<file path="src/sv/spicl_pkg.sv">
`timescale 1ns / 1ps
// Shared types and constants of the sample player voice.
// No dependencies; used by spicl_ctrl, spicl_dp and the top level.
package spicl_pkg;

	// operation codes carried on s_tuser
	localparam int OP_W = 3;
	localparam logic [OP_W-1:0] OP_WRITE   = 3'd0;
	localparam logic [OP_W-1:0] OP_TICK    = 3'd1;
	localparam logic [OP_W-1:0] OP_PLAY    = 3'd2;
	localparam logic [OP_W-1:0] OP_PAUSE   = 3'd3;
	localparam logic [OP_W-1:0] OP_UNPAUSE = 3'd4;
	localparam logic [OP_W-1:0] OP_STOP    = 3'd5;
	localparam logic [OP_W-1:0] OP_SEEK    = 3'd6;

	// configuration register indexes
	localparam int REG_IDX_W = 3;
	localparam int CFG_W     = 20;
	localparam logic [REG_IDX_W-1:0] REG_RATE   = 3'd0;
	localparam logic [REG_IDX_W-1:0] REG_SPEED  = 3'd1;
	localparam logic [REG_IDX_W-1:0] REG_VOLUME = 3'd2;
	localparam logic [REG_IDX_W-1:0] REG_CUE_IN = 3'd3;
	localparam logic [REG_IDX_W-1:0] REG_CUE_OUT = 3'd4;
	localparam logic [REG_IDX_W-1:0] REG_LOOP   = 3'd5;

	// reset values and clamps
	localparam logic [19:0]        RATE_RST    = 20'd65536;
	localparam logic signed [16:0] SPEED_RST   = 17'sd4096;
	localparam logic signed [16:0] SPEED_MAX   = 17'sd40960;   // +10.0 in Q4.12
	localparam logic signed [16:0] SPEED_MIN   = -17'sd40960;  // -10.0 in Q4.12
	localparam logic [15:0]        VOLUME_MAX  = 16'd32768;
	localparam logic [15:0]        CUE_OUT_RST = 16'd65533;

	// playhead integer part, and the reported position width
	localparam int POS_INT_W = 18;
	localparam int POS_OUT_W = 17;

	typedef struct packed {
		logic apply;    // input beat accepted: run write / control op
		logic rd_en;    // store read
		logic rd_next;  // read at n+1 instead of n
		logic cap_a;    // capture first sample
		logic mul;      // interpolation and increment products
		logic interp;   // form interpolated value
		logic vol;      // volume product
		logic fin;      // update playhead, load result
		logic active;   // tick inside window while playing
	} cmd_t;

	typedef struct packed {
		logic active;   // playing and playhead inside window
	} st_t;

endpackage

</file>
<file path="src/sv/spicl_ctrl.sv">
`timescale 1ns / 1ps
// Sequencer of the sample player: handshakes and tick steps.
// Depends on spicl_pkg.
module spicl_ctrl (
	input  logic                          clk,
	input  logic                          arst_n,
	input  logic                          s_tvalid,
	output logic                          s_tready,
	input  logic [spicl_pkg::OP_W-1:0]    op,
	output logic                          m_tvalid,
	input  logic                          m_tready,
	output spicl_pkg::cmd_t               cmd,
	input  spicl_pkg::st_t                st
);
	import spicl_pkg::*;

	localparam logic [2:0] S_IDLE   = 3'd0;
	localparam logic [2:0] S_EVAL   = 3'd1;
	localparam logic [2:0] S_RDB    = 3'd2;
	localparam logic [2:0] S_MUL    = 3'd3;
	localparam logic [2:0] S_INTERP = 3'd4;
	localparam logic [2:0] S_VOL    = 3'd5;
	localparam logic [2:0] S_FIN    = 3'd6;

	logic [2:0] state_q, state_nxt;
	logic       active_q;
	logic       m_tvalid_q;
	logic       out_free;

	assign s_tready = (state_q == S_IDLE);
	assign m_tvalid = m_tvalid_q;
	assign out_free = !m_tvalid_q || m_tready;

	always_comb begin
		state_nxt   = state_q;
		cmd         = '0;
		cmd.active  = active_q;
		unique case (state_q)
			S_IDLE: begin
				if (s_tvalid) begin
					cmd.apply = 1'b1;
					if (op == OP_TICK) state_nxt = S_EVAL;
				end
			end
			S_EVAL: begin
				cmd.rd_en = 1'b1;
				state_nxt = st.active ? S_RDB : S_FIN;
			end
			S_RDB: begin
				cmd.rd_en   = 1'b1;
				cmd.rd_next = 1'b1;
				cmd.cap_a   = 1'b1;
				state_nxt   = S_MUL;
			end
			S_MUL: begin
				cmd.mul   = 1'b1;
				state_nxt = S_INTERP;
			end
			S_INTERP: begin
				cmd.interp = 1'b1;
				state_nxt  = S_VOL;
			end
			S_VOL: begin
				cmd.vol   = 1'b1;
				state_nxt = S_FIN;
			end
			S_FIN: begin
				if (out_free) begin
					cmd.fin   = 1'b1;
					state_nxt = S_IDLE;
				end
			end
			default: state_nxt = S_IDLE;
		endcase
	end

	always_ff @(posedge clk or negedge arst_n) begin
		if (!arst_n) begin
			state_q    <= S_IDLE;
			active_q   <= 1'b0;
			m_tvalid_q <= 1'b0;
		end else begin
			state_q <= state_nxt;
			if (state_q == S_EVAL) active_q <= st.active;
			if (cmd.fin) m_tvalid_q <= 1'b1;
			else if (m_tready) m_tvalid_q <= 1'b0;
		end
	end

endmodule

</file>
<file path="config.mk">
export PLATFORM = sky130hd
export DESIGN_NAME = spicl_ctrl
export DESIGN_NICKNAME = d
export VERILOG_FILES = /design/src/sv/spicl_pkg.sv /design/src/sv/spicl_ctrl.sv
export SDC_FILE = /design/constraint.sdc
export NUM_CORES = 1
export LEC_CHECK = 0
export ABC_CLOCK_PERIOD_IN_PS = 1110
export BUFFER_PORTS_ARGS = -buffer_cell sky130_fd_sc_hd__buf_2
export CORE_AREA = 2 2 39 41
export DETAILED_ROUTE_END_ITERATION = 8
export DIE_AREA = 0 0 41 43
export SETUP_SLACK_MARGIN = 0.15
export SLEW_MARGIN = 20
export SYNTH_ARGS = -nofsm -noshare
export SYNTH_HDL_FRONTEND = slang
export SYNTH_SLANG_ARGS = --single-unit
</file>
<file path="constraint.sdc">
create_clock -name clk -period 1.11 [get_ports clk]
set_input_delay 0.333 -clock clk [delete_from_list [all_inputs] [get_ports clk]]
set_output_delay 0.333 -clock clk [all_outputs]
set_load 0.01 [all_outputs]
</file>
Yosys cells after proc, flatten, opt, wreduce, memory -nomap -nowiden
Cells that the tools add are included.
- multiply operators: 0
- div/mod/pow operators: 0
- reduce and logical (&&, ||, !) cells: 6
- equality and inequality tests: 10
- mux-type cells: 16
- bitwise operators: 0
- $lt $le $gt $ge: 0
- add/sub/neg operators: 0
- shifts and indexed selects: 0
- operators by type and width (kind ; number):
    case mux 3 bit (7 select lines) ; 1
    two-way mux 3 bit ; 4
    two-way mux 1 bit ; 10
    equality test 3 bit, second input constant ; 3
    equality test 3 x 1 -> 1 bit, second input constant ; 2
    equality test 3 x 2 -> 1 bit, second input constant ; 2
    inequality test 2 bit, second input constant ; 2
    zero test 3 bit ; 1
    AND reduction 3 bit ; 1
    two-way mux 2 bit ; 1
    inequality test 2 x 1 -> 1 bit, second input constant ; 1
    nonzero test 2 bit ; 1
    OR reduction 2 bit ; 1
    zero test 1 bit ; 1
    logical OR 1 bit ; 1
- memories: 0
- output and inout port bits: 11
- memory bits (writable): 0
- flip-flop bits (word level): 5
- bits of input ports: 8
- bits in read-only memories: 0
- bits in latches: 0

Depth between registers and ports, before layout
- depth in word-level cells: 5
- depth in mapped cells: 4
- depth with buffers taken out: 3

Worst setup path before layout
No wires, ideal clock.
- kind: register to output
- from: register state_q[2]
- to: output port cmd[8] (netlist name)
- setup slack: -0.280 ns
- stages on the path, launching flop included: 4
- path buffers: 1
- arrival: 1.057 ns
- path through: dfrtp_1 -> buf_2 -> nor3_1 -> and2_1
- RTL lines (what ; line ; text):
    start, declared ; spicl_ctrl.sv:25 ; logic [2:0] state_q, state_nxt;
    start signal, assigned ; spicl_ctrl.sv:83 ; state_q <= state_nxt;
    end, declared ; spicl_ctrl.sv:12 ; output spicl_pkg::cmd_t cmd,

==> qor.csv <==
stage,metric,value,unit
outcome,status,"finished, violations left",
outcome,failing checks,setup timing,
global_route,global route overflow,0,
sta,setup slack after layout,-381,ps
drt,residual DRC count,0,
global_route,first-pass GRT wire length,1410,um
placed_design,Final HPWL DP,629,um
logic_synthesis,"count leader, synth",dfrtp_1,
power_and_ir_drop,Net Sw Frac,40.5,%
logic_synthesis,Mapped Cells,33,
sta,worst hold slack,352,ps
sta,setup violators final,10,
drt,vias,345,
sta,Tightest Pin Transition,183,ps
run,max cap viols,0,
floorplanning,# rows,14,
power_and_ir_drop,Seq pwr share,21.6,%
logic_synthesis,number of flops mapped to enable cells by yosys,0,
global_route,largest net degree at the start of global routing,7,
logic_synthesis,post-synth top area cell,dfrtp_1,
power_and_ir_drop,Clock Power Share,11.0,%
sta,Final min period,1490,ps
floorplanning,die height,43,um
logic_synthesis,post-synth net total,41,
floorplanning,initial core utilization,22.6,%
clock_tree,Clock Tree Root,clkbuf_4,
drt,M1 WL,351,um
drt,Pre-Repair DR Iteration Count,4,
clock_tree,clock buffer depth,2,
clock_tree,CTS Sinks,5,
placed_design,count of input and output buffers,18,
sta,"Slew Viols, Final",0,
clock_tree,Skew-Pair Late Insertion Delay,240,ps
logic_synthesis,Post-synth ARST share,100,%
worst_setup_path,startpoint types,flip-flop,
power_and_ir_drop,PnR Total Power,1.95,mW
placed_design,GPL Wtd Cong,0.696,
sta,Final Hold Fails,0,
worst_setup_path,CP Class,flip-flop to primary output,
drt,WL final,859,um
power_and_ir_drop,Pleak,0.309,nW
logic_synthesis,Netlist cell types,21,
floorplanning,die width,41,um
sta,final clock skew,4.33,ps
logic_synthesis,Mapped Avg Cell Area,9.48,um^2
drt,Top Metal Used,met3,
floorplanning,IO Pins,19,
worst_setup_path,CP Launch Point,state_q[0]$_DFFE_PN0P_,
power_and_ir_drop,Peak VDD IR,0.907,mV
worst_setup_path,Crit Reg-Reg Startpoint,state_q[1]$_DFFE_PN0P_,
worst_setup_path,Worst setup EP type,primary output,
hold_path,HP Class,input port to flip-flop,
power_and_ir_drop,internal power,1.16,mW
clock_tree,cts bufs inserted,3,
worst_setup_path,critical-path cell list,nand2b_4 -> nor3b_4 -> buf_2,
logic_synthesis,register area share after synthesis,40.0,%
power_and_ir_drop,Comb power frac,67.5,%
floorplanning,Core Area,1380,um^2
final_layout,Area Growth Syn to Fin,103,%
logic_synthesis,mapped cell area,313,um^2
sta,Slew HR,87.7,%
hold_path,Hold Startpoint,st,
worst_setup_path,biggest cell delay along the critical path,430,ps
logic_synthesis,ys flop type,dfrtp_1,
worst_setup_path,crit path max-delay cell type,dfrtp_2,
drt,Iteration-0 DRC Markers,2,
clock_tree,CTS tree,yes,
logic_synthesis,Commonest cells post-synth,"dfrtp_1 (5), buf_4 (3), nor2_1 (3), nor3_1 (3)",
sta,fmax,0.671,GHz
logic_synthesis,Synth area leaders,"dfrtp_1 (40%), buf_4 (7.2%), nor3_1 (4.8%), mux2_4 (4.8%), nand2b_4 (4.4%)",
drt,WL met2,457,um
logic_synthesis,Synth top area share,40.0,%
drt,routed length on met3,51,um
final_layout,proportion of layout cells with a drive suffix above 1,81.0,%
drt,DR WL/cell,10.9,um
logic_synthesis,yosys warns,0,
power_and_ir_drop,switching component of the power,0.787,mW
floorplanning,Die ar.,1760,um^2
global_route,initial antenna violation count,0,
drt,Antenna Nets Post-Route,0,
clock_tree,htree depth,1,
worst_setup_path,CP arrival,1160,ps
logic_synthesis,Synth Register Bits,5,
drt,DR vias/cell,4.37,
power_and_ir_drop,Power Dens Cells,3060,nW/um^2
sta,RSZ-0062 raised after global routing,yes,
final_layout,nets@finish,72,
final_layout,Ant. Diodes,0,
sta,Final period util,134,%
clock_tree,"Clk pin slew, worst setup/hold paths",50,ps
worst_setup_path,crit-path max FO,4,
global_route,vias in the first global route,353,
worst_setup_path,WP data required,780,ps
global_route,GRT Util Overall,12.3,%
-- per-stage QoR --
stage / cells / setup WS (ps) / util, % / setup TNS [ps] / area [um^2]
2_1_floorplan: 33 / -114 / - / -505 / 380
3_3_place_gp: 71 / -156 / 37.1 / -946 / 513
3_5_place_dp: 71 / -169 / 37.1 / -1140 / 513
4_1_cts: 78 / -399 / 43.8 / -3240 / 606
5_1_grt: 79 / -449 / 45.9 / -3680 / 636
6_report: 79 / -381 / 45.9 / -3080 / 636
-- power groups by stage --
stage          Sequential (mW)  Combinational (mW)  Clock [mW]
5_1_grt                  0.437                1.43       0.241
3_3_place_gp             0.401                1.04           0
2_1_floorplan            0.375               0.758           0
3_5_place_dp             0.407                1.04           0
4_1_cts                  0.417                1.22       0.227
6_report                 0.420                1.31       0.213
-- layout make-up --
| cell class | instances | area, um^2 |
|---|---|---|
| well taps | 16 | 20.0 |
| multi-input cells | 23 | 235 |
| repair buffers | 30 | 219 |
| clock buffers | 4 | 26.3 |
| fillers | 138 | 748 |
| flip-flops and latches | 5 | 129 |
| inverters | 1 | 6.26 |
-- sequential cells by signal, summed over array words and instances (netlist names) --
register	cells
state_q	3
m_tvalid	1
active_q	1
-- repair_timing --
item | 4_1_cts | 5_1_grt
cloned | 0 | 0
gates resized for setup | 11 | 5
buffers inserted | 2 | 1
setup endpoints to repair | 16 | 16
endpoints found under the hold margin | 5 | 0
pin swaps | 3 | 0
hold buffers | 1 | 0
-- worst max-delay path, delay by kind of cell, from the launching register on --
kind          cells  cell delay, ps
buf+inv           1             140
simple gates      2             340
flops             1             430
-- path summary, 6_finish.rpt --
kind | endpoint | depth (start not counted) | slack, ps
hold / removal | active_q$_DFFE_PN0P_ | 2 | 350
setup / recovery | cmd[1] | 3 | -380
min in group asynchronous | state_q[0]$_DFFE_PN0P_ | 2 | 450
hold reg to reg | active_q$_DFFE_PN0P_ | 1 | 510
max in group asynchronous | state_q[2]$_DFFE_PN0P_ | 2 | 500
setup reg to reg | active_q$_DFFE_PN0P_ | 4 | -160
-- layer usage --
metal | up-vias | global-route usage, %
met1 | 156 | 13.4
li1 | 171 | -
met5 | - | 0
met2 | 18 | 18.8
met4 | 0 | 10.0
met3 | 0 | 3.14
-- cell usage in the layout, fill, tap and decap left out, drive strengths merged --
cell         instances
and2                 1
a21oi                1
and3                 1
o211ai               1
o21ai                1
nand2b               3
buf                 29
inv                  1
a211oi               1
clkbuf               4
mux2                 1
nand2                2
nor3                 3
nor2                 4
a21o                 1
dfrtp                5
nor3b                1
o211a                1
dlygate4sd3          1
and4bb               1
-- cell families after synthesis --
logic type	Yosys count	synth area share (%)
flip-flops	5	40.0
multiplexers	1	4.80
buffers and inverters	5	10.0
AND/OR/NAND/NOR	16	31.6
AO/OA/AOI/OAI	6	13.6
Note: power is estimated with default switching activity, not from simulation.
